## src/rtl/prv_pkg.sv

```systemverilog
// Package for the packet record validator.
// Holds the item types, the controller command struct, error codes and limits.
// No dependencies.
package prv_pkg;

    localparam int TRACK_SLOTS_DEF = 4;
    localparam int GEN_SLOTS_DEF   = 8;

    localparam int CFG_IDX_W  = 2;
    localparam int CFG_DATA_W = 27;
    localparam int PAYLOAD_LIMIT_W = 27;
    localparam int EXTRA_LIMIT_W   = 25;

    localparam logic [CFG_IDX_W-1:0] REG_MAX_PAYLOAD = 2'd0;
    localparam logic [CFG_IDX_W-1:0] REG_MAX_EXTRA   = 2'd1;

    localparam logic [PAYLOAD_LIMIT_W-1:0] PAYLOAD_LIMIT_RST = 27'd131072;
    localparam logic [EXTRA_LIMIT_W-1:0]   EXTRA_LIMIT_RST   = 25'd1048576;

    localparam logic [31:0] KIND_VIDEO = 32'd1;
    localparam logic [31:0] KIND_AUDIO = 32'd2;

    localparam logic OP_CONFIG = 1'b0;
    localparam logic OP_PACKET = 1'b1;

    localparam logic [3:0] ERR_OK      = 4'd0;
    localparam logic [3:0] ERR_FIELD   = 4'd1;
    localparam logic [3:0] ERR_FULL    = 4'd2;
    localparam logic [3:0] ERR_DUP     = 4'd3;
    localparam logic [3:0] ERR_NOTRACK = 4'd4;
    localparam logic [3:0] ERR_KIND    = 4'd5;
    localparam logic [3:0] ERR_NOGEN   = 4'd6;
    localparam logic [3:0] ERR_TB      = 4'd7;
    localparam logic [3:0] ERR_SIZE    = 4'd8;

    typedef struct packed {
        logic               operation;
        logic               publish_track;
        logic [31:0]        track_id;
        logic [31:0]        generation_id;
        logic [31:0]        track_kind;
        logic signed [31:0] timebase_num;
        logic signed [31:0] timebase_den;
        logic [31:0]        extra_len;
        logic [31:0]        packet_flags;
        logic [31:0]        payload_len;
        logic signed [63:0] duration;
    } rec_in_t;

    typedef struct packed {
        logic        accepted;
        logic [3:0]  error_cause;
        logic [31:0] group_number;
        logic        is_video;
    } rec_out_t;

    typedef struct packed {
        logic load;
        logic match;
        logic decide;
        logic commit;
    } prv_cmd_t;

endpackage

```

## src/rtl/prv_ctrl.sv

```systemverilog
// Controller for the packet record validator.
// Steps each item through load, match, decide and commit; uses prv_pkg.
module prv_ctrl
(
    input  logic             clk,
    input  logic             rst_n,
    input  logic             start,
    output logic             busy,
    output logic             done,
    output prv_pkg::prv_cmd_t cmd
);
    import prv_pkg::*;

    typedef enum logic [3:0] {
        ST_IDLE   = 4'b0001,
        ST_MATCH  = 4'b0010,
        ST_DECIDE = 4'b0100,
        ST_REPORT = 4'b1000
    } prv_state_t;

    prv_state_t state_reg;
    prv_state_t state_next;

    always_ff @(posedge clk or negedge rst_n)
    begin
        if (!rst_n)
        begin
            state_reg <= ST_IDLE;
        end
        else
        begin
            state_reg <= state_next;
        end
    end

    always_comb
    begin
        state_next = state_reg;
        unique case (state_reg)
            ST_IDLE:
            begin
                if (start)
                begin
                    state_next = ST_MATCH;
                end
            end
            ST_MATCH:  state_next = ST_DECIDE;
            ST_DECIDE: state_next = ST_REPORT;
            ST_REPORT: state_next = ST_IDLE;
            default:   state_next = ST_IDLE;
        endcase
    end

    assign busy       = (state_reg != ST_IDLE);
    assign done       = (state_reg == ST_REPORT);
    assign cmd.load   = (state_reg == ST_IDLE) && start;
    assign cmd.match  = (state_reg == ST_MATCH);
    assign cmd.decide = (state_reg == ST_DECIDE);
    assign cmd.commit = (state_reg == ST_REPORT);

endmodule

```

## src/rtl/prv_datapath.sv

```systemverilog
// Datapath for the packet record validator.
// Holds limits, track and generation tables, matchers and the result register; uses prv_pkg.
module prv_datapath
#(
    parameter int TRACK_SLOTS = prv_pkg::TRACK_SLOTS_DEF,
    parameter int GEN_SLOTS   = prv_pkg::GEN_SLOTS_DEF
)
(
    input  logic                             clk,
    input  logic                             rst_n,
    input  prv_pkg::prv_cmd_t                cmd,
    input  prv_pkg::rec_in_t                 request,
    input  logic                             cfg_write,
    input  logic [prv_pkg::CFG_IDX_W-1:0]    cfg_index,
    input  logic [prv_pkg::CFG_DATA_W-1:0]   cfg_data,
    output prv_pkg::rec_out_t                result
);
    import prv_pkg::*;

    localparam int TCNT_W = $clog2(TRACK_SLOTS + 1);
    localparam int GCNT_W = $clog2(GEN_SLOTS + 1);
    localparam int TIDX_W = (TRACK_SLOTS > 1) ? $clog2(TRACK_SLOTS) : 1;
    localparam int GIDX_W = (GEN_SLOTS > 1) ? $clog2(GEN_SLOTS) : 1;

    logic [PAYLOAD_LIMIT_W-1:0] max_payload_reg;
    logic [EXTRA_LIMIT_W-1:0]   max_extra_reg;

    logic [31:0] trk_id_reg    [TRACK_SLOTS];
    logic        trk_video_reg [TRACK_SLOTS];
    logic [31:0] gen_trk_reg   [GEN_SLOTS];
    logic [31:0] gen_gen_reg   [GEN_SLOTS];
    logic [30:0] gen_num_reg   [GEN_SLOTS];
    logic [30:0] gen_den_reg   [GEN_SLOTS];

    logic [TCNT_W-1:0] track_count_reg;
    logic [GCNT_W-1:0] gen_count_reg;
    logic [31:0]       group_counter_reg;
    logic              keyframe_seen_reg;

    rec_in_t in_reg;

    logic [TRACK_SLOTS-1:0] trk_hit_reg;
    logic [GEN_SLOTS-1:0]   gen_hit_reg;
    logic                   cfg_bad_reg;
    logic                   extra_over_reg;
    logic                   size_over_reg;
    logic                   pkt_bad_reg;
    logic                   gen_full_reg;
    logic                   trk_full_reg;

    logic              ok_reg;
    logic              cfg_commit_reg;
    logic              key_adv_reg;
    rec_out_t          result_reg;

    logic [TIDX_W-1:0] t_idx;
    logic [GIDX_W-1:0] g_idx;
    logic              trk_found;
    logic              gen_found;
    logic              trk_video;
    logic              kind_video;
    logic              tb_mismatch;
    logic              key_hit;
    logic [31:0]       group_new;
    logic [3:0]        cause;

    always_ff @(posedge clk or negedge rst_n)
    begin
        if (!rst_n)
        begin
            max_payload_reg <= PAYLOAD_LIMIT_RST;
            max_extra_reg   <= EXTRA_LIMIT_RST;
        end
        else if (cfg_write)
        begin
            if (cfg_index == REG_MAX_PAYLOAD)
            begin
                max_payload_reg <= cfg_data[PAYLOAD_LIMIT_W-1:0];
            end
            else if (cfg_index == REG_MAX_EXTRA)
            begin
                max_extra_reg <= cfg_data[EXTRA_LIMIT_W-1:0];
            end
        end
    end

    // match stage
    always_ff @(posedge clk)
    begin
        if (cmd.load)
        begin
            in_reg <= request;
        end
        if (cmd.match)
        begin
            for (int i = 0; i < TRACK_SLOTS; i++)
            begin
                trk_hit_reg[i] <= (TCNT_W'(i) < track_count_reg) &&
                                  (trk_id_reg[i] == in_reg.track_id);
            end
            for (int j = 0; j < GEN_SLOTS; j++)
            begin
                gen_hit_reg[j] <= (GCNT_W'(j) < gen_count_reg) &&
                                  (gen_trk_reg[j] == in_reg.track_id) &&
                                  (gen_gen_reg[j] == in_reg.generation_id);
            end
            cfg_bad_reg    <= (in_reg.track_id == 32'd0) ||
                              (in_reg.generation_id == 32'd0) ||
                              (in_reg.timebase_num <= 32'sd0) ||
                              (in_reg.timebase_den <= 32'sd0) ||
                              ((in_reg.track_kind != KIND_VIDEO) &&
                               (in_reg.track_kind != KIND_AUDIO));
            extra_over_reg <= in_reg.extra_len > {7'd0, max_extra_reg};
            size_over_reg  <= in_reg.payload_len > {5'd0, max_payload_reg};
            pkt_bad_reg    <= in_reg.duration[63] || (in_reg.packet_flags[31:1] != 31'd0);
            gen_full_reg   <= gen_count_reg >= GCNT_W'(GEN_SLOTS);
            trk_full_reg   <= track_count_reg >= TCNT_W'(TRACK_SLOTS);
        end
    end

    // first matching entry wins
    always_comb
    begin
        t_idx = '0;
        for (int i = TRACK_SLOTS - 1; i >= 0; i--)
        begin
            if (trk_hit_reg[i])
            begin
                t_idx = TIDX_W'(i);
            end
        end
        g_idx = '0;
        for (int j = GEN_SLOTS - 1; j >= 0; j--)
        begin
            if (gen_hit_reg[j])
            begin
                g_idx = GIDX_W'(j);
            end
        end
    end

    assign trk_found   = |trk_hit_reg;
    assign gen_found   = |gen_hit_reg;
    assign trk_video   = trk_video_reg[t_idx];
    assign kind_video  = (in_reg.track_kind == KIND_VIDEO);
    assign tb_mismatch = ($unsigned(in_reg.timebase_num) != {1'b0, gen_num_reg[g_idx]}) ||
                         ($unsigned(in_reg.timebase_den) != {1'b0, gen_den_reg[g_idx]});
    assign key_hit     = trk_video && in_reg.packet_flags[0];
    assign group_new   = (key_hit && keyframe_seen_reg) ? group_counter_reg + 32'd1
                                                        : group_counter_reg;

    always_comb
    begin
        if (in_reg.operation == OP_CONFIG)
        begin
            priority if (cfg_bad_reg)                  cause = ERR_FIELD;
            else if (extra_over_reg)                   cause = ERR_SIZE;
            else if (gen_full_reg)                     cause = ERR_FULL;
            else if (in_reg.publish_track && trk_found) cause = ERR_DUP;
            else if (in_reg.publish_track && trk_full_reg) cause = ERR_FULL;
            else if (!in_reg.publish_track && !trk_found) cause = ERR_NOTRACK;
            else if (!in_reg.publish_track && (trk_video != kind_video)) cause = ERR_KIND;
            else                                       cause = ERR_OK;
        end
        else
        begin
            priority if (!trk_found)  cause = ERR_NOTRACK;
            else if (!gen_found)      cause = ERR_NOGEN;
            else if (tb_mismatch)     cause = ERR_TB;
            else if (size_over_reg)   cause = ERR_SIZE;
            else if (pkt_bad_reg)     cause = ERR_FIELD;
            else                      cause = ERR_OK;
        end
    end

    // decide stage
    always_ff @(posedge clk)
    begin
        if (cmd.decide)
        begin
            ok_reg                  <= (cause == ERR_OK);
            cfg_commit_reg          <= (cause == ERR_OK) && (in_reg.operation == OP_CONFIG);
            key_adv_reg             <= (cause == ERR_OK) && (in_reg.operation == OP_PACKET) &&
                                       key_hit;
            result_reg.accepted     <= (cause == ERR_OK);
            result_reg.error_cause  <= cause;
            result_reg.group_number <= ((cause == ERR_OK) && (in_reg.operation == OP_PACKET))
                                       ? group_new : 32'd0;
            result_reg.is_video     <= (cause == ERR_OK) &&
                                       ((in_reg.operation == OP_CONFIG) ? kind_video
                                                                        : trk_video);
        end
    end

    // commit stage: tables
    always_ff @(posedge clk)
    begin
        if (cmd.commit && cfg_commit_reg)
        begin
            if (in_reg.publish_track)
            begin
                trk_id_reg[track_count_reg[TIDX_W-1:0]]    <= in_reg.track_id;
                trk_video_reg[track_count_reg[TIDX_W-1:0]] <= kind_video;
            end
            gen_trk_reg[gen_count_reg[GIDX_W-1:0]] <= in_reg.track_id;
            gen_gen_reg[gen_count_reg[GIDX_W-1:0]] <= in_reg.generation_id;
            gen_num_reg[gen_count_reg[GIDX_W-1:0]] <= in_reg.timebase_num[30:0];
            gen_den_reg[gen_count_reg[GIDX_W-1:0]] <= in_reg.timebase_den[30:0];
        end
    end

    // commit stage: counters
    always_ff @(posedge clk or negedge rst_n)
    begin
        if (!rst_n)
        begin
            track_count_reg   <= '0;
            gen_count_reg     <= '0;
            group_counter_reg <= 32'd0;
            keyframe_seen_reg <= 1'b0;
        end
        else if (cmd.commit && ok_reg)
        begin
            if (cfg_commit_reg)
            begin
                gen_count_reg <= gen_count_reg + GCNT_W'(1);
                if (in_reg.publish_track)
                begin
                    track_count_reg <= track_count_reg + TCNT_W'(1);
                end
            end
            if (key_adv_reg)
            begin
                group_counter_reg <= result_reg.group_number;
                keyframe_seen_reg <= 1'b1;
            end
        end
    end

    assign result = result_reg;

endmodule

```

## src/rtl/packet_record_validator.sv

```systemverilog
// Top level of the packet record validator.
// Joins prv_ctrl and prv_datapath; uses prv_pkg.
//
//   channel   | handshake                 | payload
//   ----------+---------------------------+---------------------------
//   request   | start high, busy low      | request  (rec_in_t)
//   result    | done strobe, one cycle    | result   (rec_out_t)
//   config    | cfg_valid and cfg_ready   | cfg_index, cfg_data
//
// An item steps through accept, match against both tables, decide and report.
// done is high in the report state, after the match and decide states; the next item can be
// accepted at the edge that ends the cycle after done. Table matches run in parallel.
// Reset restores the limits and clears counts and keyframe state, not table entries.
// The receiver cannot stall: done marks each result in its done cycle only; result holds until the next decide.
module packet_record_validator
#(
    parameter int TRACK_SLOTS = prv_pkg::TRACK_SLOTS_DEF,
    parameter int GEN_SLOTS   = prv_pkg::GEN_SLOTS_DEF
)
(
    input  logic                           clk,
    input  logic                           rst_n,
    input  logic                           start,
    output logic                           busy,
    input  prv_pkg::rec_in_t               request,
    output logic                           done,
    output prv_pkg::rec_out_t              result,
    input  logic                           cfg_valid,
    output logic                           cfg_ready,
    input  logic [prv_pkg::CFG_IDX_W-1:0]  cfg_index,
    input  logic [prv_pkg::CFG_DATA_W-1:0] cfg_data
);
    import prv_pkg::*;

    prv_cmd_t cmd;

    assign cfg_ready = 1'b1;

    prv_ctrl u_ctrl
    (
        .clk   (clk),
        .rst_n (rst_n),
        .start (start),
        .busy  (busy),
        .done  (done),
        .cmd   (cmd)
    );

    prv_datapath
    #(
        .TRACK_SLOTS (TRACK_SLOTS),
        .GEN_SLOTS   (GEN_SLOTS)
    )
    u_datapath
    (
        .clk       (clk),
        .rst_n     (rst_n),
        .cmd       (cmd),
        .request   (request),
        .cfg_write (cfg_valid && cfg_ready),
        .cfg_index (cfg_index),
        .cfg_data  (cfg_data),
        .result    (result)
    );

    a_accept_busy: assert property (@(posedge clk) disable iff (!rst_n)
        (start && !busy) |=> busy)
        else $error("item accepted without going busy");

    a_done_busy: assert property (@(posedge clk) disable iff (!rst_n)
        done |-> busy ##1 !busy)
        else $error("done outside an item or busy held after it");

    a_cause_ok: assert property (@(posedge clk) disable iff (!rst_n)
        done |-> (result.accepted == (result.error_cause == ERR_OK)))
        else $error("accepted flag disagrees with error cause");

    a_reject_clear: assert property (@(posedge clk) disable iff (!rst_n)
        (done && !result.accepted) |-> ((result.group_number == 32'd0) && !result.is_video))
        else $error("rejected item carries group or video flag");

endmodule
```

## config.mk

```make
export PLATFORM = sky130hd
export DESIGN_NAME = packet_record_validator
export DESIGN_NICKNAME = d
export VERILOG_FILES = /design/src/rtl/prv_pkg.sv /design/src/rtl/prv_ctrl.sv /design/src/rtl/prv_datapath.sv /design/src/rtl/packet_record_validator.sv
export SDC_FILE = /design/constraint.sdc
export NUM_CORES = 2
export LEC_CHECK = 0
export BUFFER_PORTS_ARGS = -buffer_cell sky130_fd_sc_hd__buf_2
export CAP_MARGIN = 0
export CORE_MARGIN = 2
export CORE_UTILIZATION = 35
export DETAILED_ROUTE_END_ITERATION = 10
export MAX_ROUTING_LAYER = met4
export PLACE_DENSITY = 0.49
export SLEW_MARGIN = 10
export SYNTH_ARGS = -nofsm -noshare
export SYNTH_HDL_FRONTEND = slang
export SYNTH_SLANG_ARGS = --single-unit
```

## constraint.sdc

```tcl
create_clock -name clk -period 23.8 [get_ports clk]
set_input_delay 1.19 -clock clk [delete_from_list [all_inputs] [get_ports clk]]
set_output_delay 1.19 -clock clk [all_outputs]
set_load 0.02 [all_outputs]
```

# Yosys cells after proc, flatten, opt, wreduce, memory -nomap -nowiden
# Memories as Yosys holds them, arrays and structs flattened.
# Cells that the tools add are included.
totals:
  ff_bits: 476
  latchBits: 0
  ramBits: 1140
  mem_bits_ro: 0
  inputBits: 355
  out_inout_bits: 41
  word_cells: 182
  n_memories: 6
mem_list:
  columns: ["name", "words", "word_bits", "rd", "rd_ports_with_merged_regs", "wr", "line_no", "source"]
  rows:
  - ["u_datapath.gen_gen_reg", 8, 32, 8, 0, 1, "prv_datapath.sv:31", "logic [31:0] gen_gen_reg [GEN_SLOTS];"]
  - ["u_datapath.gen_trk_reg", 8, 32, 8, 0, 1, "prv_datapath.sv:30", "logic [31:0] gen_trk_reg [GEN_SLOTS];"]
  - ["u_datapath.gen_den_reg", 8, 31, 1, 0, 1, "prv_datapath.sv:33", "logic [30:0] gen_den_reg [GEN_SLOTS];"]
  - ["u_datapath.gen_num_reg", 8, 31, 1, 0, 1, "prv_datapath.sv:32", "logic [30:0] gen_num_reg [GEN_SLOTS];"]
  - ["u_datapath.trk_id_reg", 4, 32, 4, 0, 1, "prv_datapath.sv:28", "logic [31:0] trk_id_reg [TRACK_SLOTS];"]
  - ["u_datapath.trk_video_reg", 4, 1, 1, 0, 1, "prv_datapath.sv:29", "logic trk_video_reg [TRACK_SLOTS];"]
op_classes:
  add_sub_neg: 3
  n_mul: 0
  div_mod_pow: 0
  order_cmp: 18
  n_eq_ne: 33
  shifts: 0
  muxes: 34
  bitwise: 2
  reduce_logical: 54
ops:
  columns: ["cell", "count"]
  rows:
  - ["$eq A32 B32 Y1", 20]
  - ["$le A32 B1 Y1 const B", 2]
  - ["$logic_not A32 Y1", 2]
  - ["$ne A32 B31 Y1", 2]
  - ["$mux W4", 12]
  - ["$logic_and A1 B1 Y1", 34]
  - ["$add A32 B1 Y32 const B", 1]
  - ["$eq A32 B1 Y1 const B", 1]
  - ["$gt A32 B25 Y1", 1]
  - ["$gt A32 B27 Y1", 1]
  - ["$mux W32", 1]
  - ["$ne A32 B1 Y1 const B", 1]
  - ["$ne A32 B2 Y1 const B", 1]
  - ["$reduce_bool A31 Y1", 1]
  - ["$mux W3", 9]
  - ["$lt A3 B4 Y1 const A", 4]
  - ["$pmux W4 S3", 1]
  - ["$lt A1 B4 Y1 const A", 2]
  - ["$lt A2 B4 Y1 const A", 2]
  - ["$mux W2", 4]
  - ["$reduce_or A8 Y1", 1]
  - ["$mux W1", 7]
  - ["$logic_or A1 B1 Y1", 6]
  - ["$lt A1 B3 Y1 const A", 2]
  - ["other kinds (20)", 26]

# Logic depth before layout (Yosys ltp)
# An unclocked memory read counts as a cell.
logic_depth:
  ltp_word: 18
  depth_mapped: 17
  mapped_depth_nobuf: 12

# Cells and area by module
# Synthesis repeated with hierarchy kept, for this count alone.
hier_totals:
  hier_cells: 3913
  hier_area_um2: 63143.1
modules_own_cells:
  columns: ["module", "n_inst", "cells_per_inst", "area_each_um2", "seq_area_each_um2"]
  rows:
  - ["prv_datapath", 1, 3890, 62912.8, 46056.7]
  - ["prv_ctrl", 1, 21, 219.0, 101.3]
  - ["packet_record_validator", 1, 2, 11.3, 0.0]

# Least setup slack after synthesis
# OpenSTA, ideal clock, no wires.
synth_path:
  kind: "register to register"
  startpoint: "register u_ctrl.state_reg[0]"
  endpoint: "register u_datapath.in_reg[100] (netlist bit) (enable)"
  setup_time_ns: 0.887
  arrival_ns: 12.078
  required_ns: 22.913
  path_slack_ns: 10.835
  path_stages_with_launch: 3
  path_buffers: 0
  synth_period_minus_slack_ns: 12.965
  cell_sequence: "dfstp_2 > or4b_2 > nor2_1"
synth_lines:
  columns: ["element", "line_no", "source"]
  rows:
  - ["start: declaration", "prv_ctrl.sv:21", "prv_state_t state_reg;"]
  - ["start signal: assignment", "prv_ctrl.sv:32", "state_reg <= state_next;"]
  - ["end signal: assignment", "prv_datapath.sv:92", "in_reg <= request;"]
  - ["end: declaration", "prv_datapath.sv:40", "rec_in_t in_reg;"]

# Final worst setup path
layout_path:
  startpoint: "register u_datapath.gen_hit_reg[2]"
  endpoint: "register u_datapath.result_reg, in the netlist u_datapath.result[34] (data pin)"
layout_between:
  elab_chain_cells: 10
  word_cells_on_any_way: 13
  classes_between: "2 x eq/ne; 7 x mux; 2 x reduce/logical; 2 x memory"
layout_rtl:
  columns: ["element", "line_no", "source"]
  rows:
  - ["start: declaration", "prv_datapath.sv:43", "logic [GEN_SLOTS-1:0] gen_hit_reg;"]
  - ["start signal: indexed assignment", "prv_datapath.sv:103", "gen_hit_reg[j] <= (GCNT_W'(j) < gen_count_reg) &&"]
  - ["$mux W3 (3 in series)", "prv_datapath.sv:135", "if (gen_hit_reg[j])"]
  - ["$mem_v2 Z8 W31, on equally long branches", null, null]
  - ["$ne A32 B31 Y1, on equally long branches", "prv_datapath.sv:146, prv_datapath.sv:147", null]
  - ["$logic_or A1 B1 Y1", "prv_datapath.sv:146", "assign tb_mismatch = ($unsigned(in_reg.timebase_num) != {1'b0, gen_num_reg[g_idx]}) ||"]
  - ["$mux W4", "prv_datapath.sv:169", "else if (tb_mismatch) cause = ERR_TB;"]
  - ["$mux W4 (*)", "prv_datapath.sv:168", "else if (!gen_found) cause = ERR_NOGEN;"]
  - ["$mux W4 (*)", "prv_datapath.sv:167", "priority if (!trk_found) cause = ERR_NOTRACK;"]
  - ["$mux W4 (*)", "prv_datapath.sv:154", "if (in_reg.operation == OP_CONFIG)"]
  - ["named net u_datapath.cause[1]", "prv_datapath.sv:65", "logic [3:0] cause;"]
  - ["end: declaration", "prv_datapath.sv:54", "rec_out_t result_reg;"]
# The timed path passes the listed nets; every way through them passes the cells marked *.
# A chain may end at the register's enable or synchronous reset.

==> results.md <==
- Slew of the pin with the lowest slew margin: 1.227 ns
- Crit start category: flip-flop
- CP Class: flip-flop to flip-flop
- Syn Std Cell Area: 63530 um^2
- Number of synthesized flops with an enable pin: between 1000 and 1500
- Final-report max-slew violation count: 0
- # Max-Cap Violations: 0
- Drt drc: 0
- Status: complete, no violations
- Top cells by area, synth: edfxtp_1 (69%), xor2_1 (4.5%), xnor2_1 (4.4%)
- Floorplan Core Area: around 180000 um^2
- Vias in the first global route: 36374
- CP arrival: 7.13 ns
- Warnings from Yosys: 0
- Internal Power: 5001 uW
- Dpl cell area: 68390 um^2
- Final HPWL DP: 110000 um
- Setup Fix Bufs, Post-CTS: 0
- Final setup vio count: 0
- Highest clock rate: roughly 0.15 GHz
- Grt total ovfl: 0
- Met3 Use GR: 2.883%
- # rows: 156
- Clk_lat worst skew: between 0.8 and 0.9 ns
- Fin Setup TNS: 0 ns
- RD Place Congestion: 0.8167
- # resized after CTS: 0
- Post-Synthesis Cells: about 4000
- GRT met1 Usage: between 20% and 30%
- Routed via count: 36384
- DP Cell Count: 6655
- Gr busiest metal: met2
- Initial Util: 35.19%
- I/O Buffers: roughly 330
- Max reg flops: between 200 and 300
- Initial DRC Count: 2851
- WL per Instance: 26.11 um
- Period utilization: ~28%
- Netlist cell types: 78
- Antenna-violating nets left: 0
- Final instance area: about 74000 um^2
- Synth Area per Inst: about 16 um^2
- Clock power share: 36.0%
- Psw: 1935 uW
- Layout cells sized above 1: 17.35%
- Final min period: around 6.6 ns
- Clk_skew: ~0.030 ns
- Drt pass-1 iters: 5
- Area leader, netlist: edfxtp_1
- Post-synth top area share: 68.87%
- Crit end category: flip-flop
- Die ar.: 184900 um^2
- Sequential Power Share: 49.4%
- Num CTS Buffers: 171
- Slew headroom: 17.46%
- Leakage: 0.02445 uW
- Seq/Total Area, Yosys: between 70% and 80%
- CP max stage cell: a221oi_4
- CP Data Required Time: 24.36 ns
- Async S/R FF share, synth: 6.182%
- Clock sink count: roughly 1600
- Crit Path Max Fanout: 68
- Unrepaired setup endpoints after global routing: false
- Gate power share: around 15%
- Most used DFF post-synth: edfxtp_1
- Pre-CTS setup slack: about 17 ns
- Clock transition at the registers of the reported paths: approximately 0.06 ns
- Clk buf depth: 3
- Setup ws final: roughly 17 ns
- Global-route usage over all layers: 20.03%
- Largest net degree at the start of global routing: 169
- Finished Layout Cells: roughly 7000
- Crit-path leading delay family: compound AO/OA/AOI/OAI gates
- Bufs and invs on worst path: 2
- CTS Root Buffer Type: clkbuf_16
- Width of the chip: 430.0 um
- H-tree levels: 4
- Area grow syn2layout: 15.88%
- CTS tree: done
- Grt met2 use: 34.00%
- Die height: between 400 and 500 um
- First-pass GRT wire length: around 260000 um
- Mapped Nets: between 4000 and 5000
- I/O Pins: 396
- Crit-path cells: buf_4 -> nor4_2 -> a221oi_4 -> buf_4 -> o221ai_1 -> o221ai_1 -> o2111ai_1 -> nor4_1 -> o2111ai_1 -> nor4b_4 -> nand4_4 -> o31a_1
- Yosys reg bits: approximately 1600
- Switching share of power: 27.90%
- CTS Hold Bufs: 0
- Initial antenna violation count: 30
- Routed wire length: between 150000 and 200000 um
- Peak supply drop: 62.17 uV
- Delay of the slowest critical-path stage: 0.93 ns
- Final net count: just under 5000
- DR vias/cell: 5.213
- PwrDens: roughly 94 nW/um^2
- Fin. Hold Viols: 0
- HP Class: input pin to asynchronous set/reset pin
==> layout by cell type (no fill, tap or decap), types with 60 or more instances in the layout <==
cell and count:
inv_1 191, buf_4 134, nand4_1 118, nand2_1 149, a2111oi_0 120, buf_2 330, clkbuf_16 176, xnor2_1 320
mux2_2 60, nor4_1 158, o22ai_1 79, o21ai_0 60, xor2_1 323, edfxtp_1 1457, dfrtp_1 93, o221ai_1 89
==> Yosys cell counts, drive strengths merged, types with 13 or more instances <==
cell / n
edfxtp: 1457
xor2: 323
xnor2: 320
inv: 191
nor4: 172
nand2: 150
clkbuf: 128
a2111oi: 125
nand4: 119
dfrtp: 93
buf: 89
o221ai: 89
o22ai: 79
nor3: 61
o21ai: 61
mux2: 60
ha: 59
nor2: 59
a21oi: 52
nand3: 50
and3: 23
mux2i: 22
a21o: 19
o21a: 18
a31oi: 17
a211oi: 13
a221oi: 13
a22oi: 13
o2111ai: 13
==> metrics by stage <==
| step | util (%) | hold WS, ns | total power (uW) |
|---|---|---|---|
| after floorplan | - | 0.4737 | 4087 |
| after detailed placement | 37.88 | 0.4929 | 4512 |
| final | 40.77 | 0.3812 | 6936 |
| after global placement | 37.88 | 0.4869 | 4502 |
| after global routing | 40.76 | 0.3876 | 7207 |
| after CTS | 40.76 | 0.3591 | 7022 |
==> final cells by class <==
cell class              count  area (um^2)
fillers                 16583       106900
clock inverters            78        551.8
multi-input cells        2075        15850
inverters                 191        716.9
well taps                2370         2965
flip-flops and latches   1553        46160
repair buffers            466         2698
clock buffers             236         4649
diodes                     11        27.53
==> kinds of logic (layout without fill, tap and decap cells) <==
logic type               after synthesis  in the layout  synth area share (%)
adder cells (fa/ha/maj)               59             59                 1.162
XOR/XNOR                             643            643                 8.865
other                                  1             12              0.005903
buffers and inverters                408            971                 2.635
AO/OA/AOI/OAI                        577            577                 6.886
flip-flops                          1553           1553                 72.66
multiplexers                          85             85                 1.517
AND/OR/NAND/NOR                      710            710                 6.271
==> metal layers <==
metal,up-vias,wire length (um)
li1,16482,-
met1,18673,77370
met2,943,93070
met3,286,7767
met4,0,4068
met5,-,0
==> worst paths after layout <==
check,from,cells past startpoint,slack [ns],to
worst min-delay path,rst_n,1,0.38,u_datapath.max_extra_reg[0]
worst max register to register,u_datapath.gen_hit_reg[2],12,17.23,u_datapath.result[34]
worst max-delay path,u_datapath.gen_hit_reg[2],12,17.23,u_datapath.result[34]
worst min register to register,u_datapath.result[5],1,0.50,u_datapath.group_counter_reg[4]
min in group clk,u_datapath.result[5],1,0.50,u_datapath.group_counter_reg[4]
max in group asynchronous,rst_n,2,22.13,u_datapath.group_counter_reg[31]
==> power by group through the flow <==
stage / Clock (uW) / Combinational (uW) / Sequential, uW
after global routing: 2660 / 1100 / 3440
after detailed placement: 0 / 1030 / 3480
after floorplan: 0 / 587 / 3500
after global placement: 0 / 1020 / 3480
final: 2500 / 1020 / 3430
after CTS: 2560 / 1040 / 3430
==> worst reg2reg max path: cells and delay by family (launching register included) <==
kind	cells	cell delay [ns]
AO/OA/AOI/OAI	6	2.61
flip-flops	1	0.36
buffers and inverters	2	1.53
AND/OR/NAND/NOR	4	1.82
No activity file was read; power rests on OpenSTA's default activity.
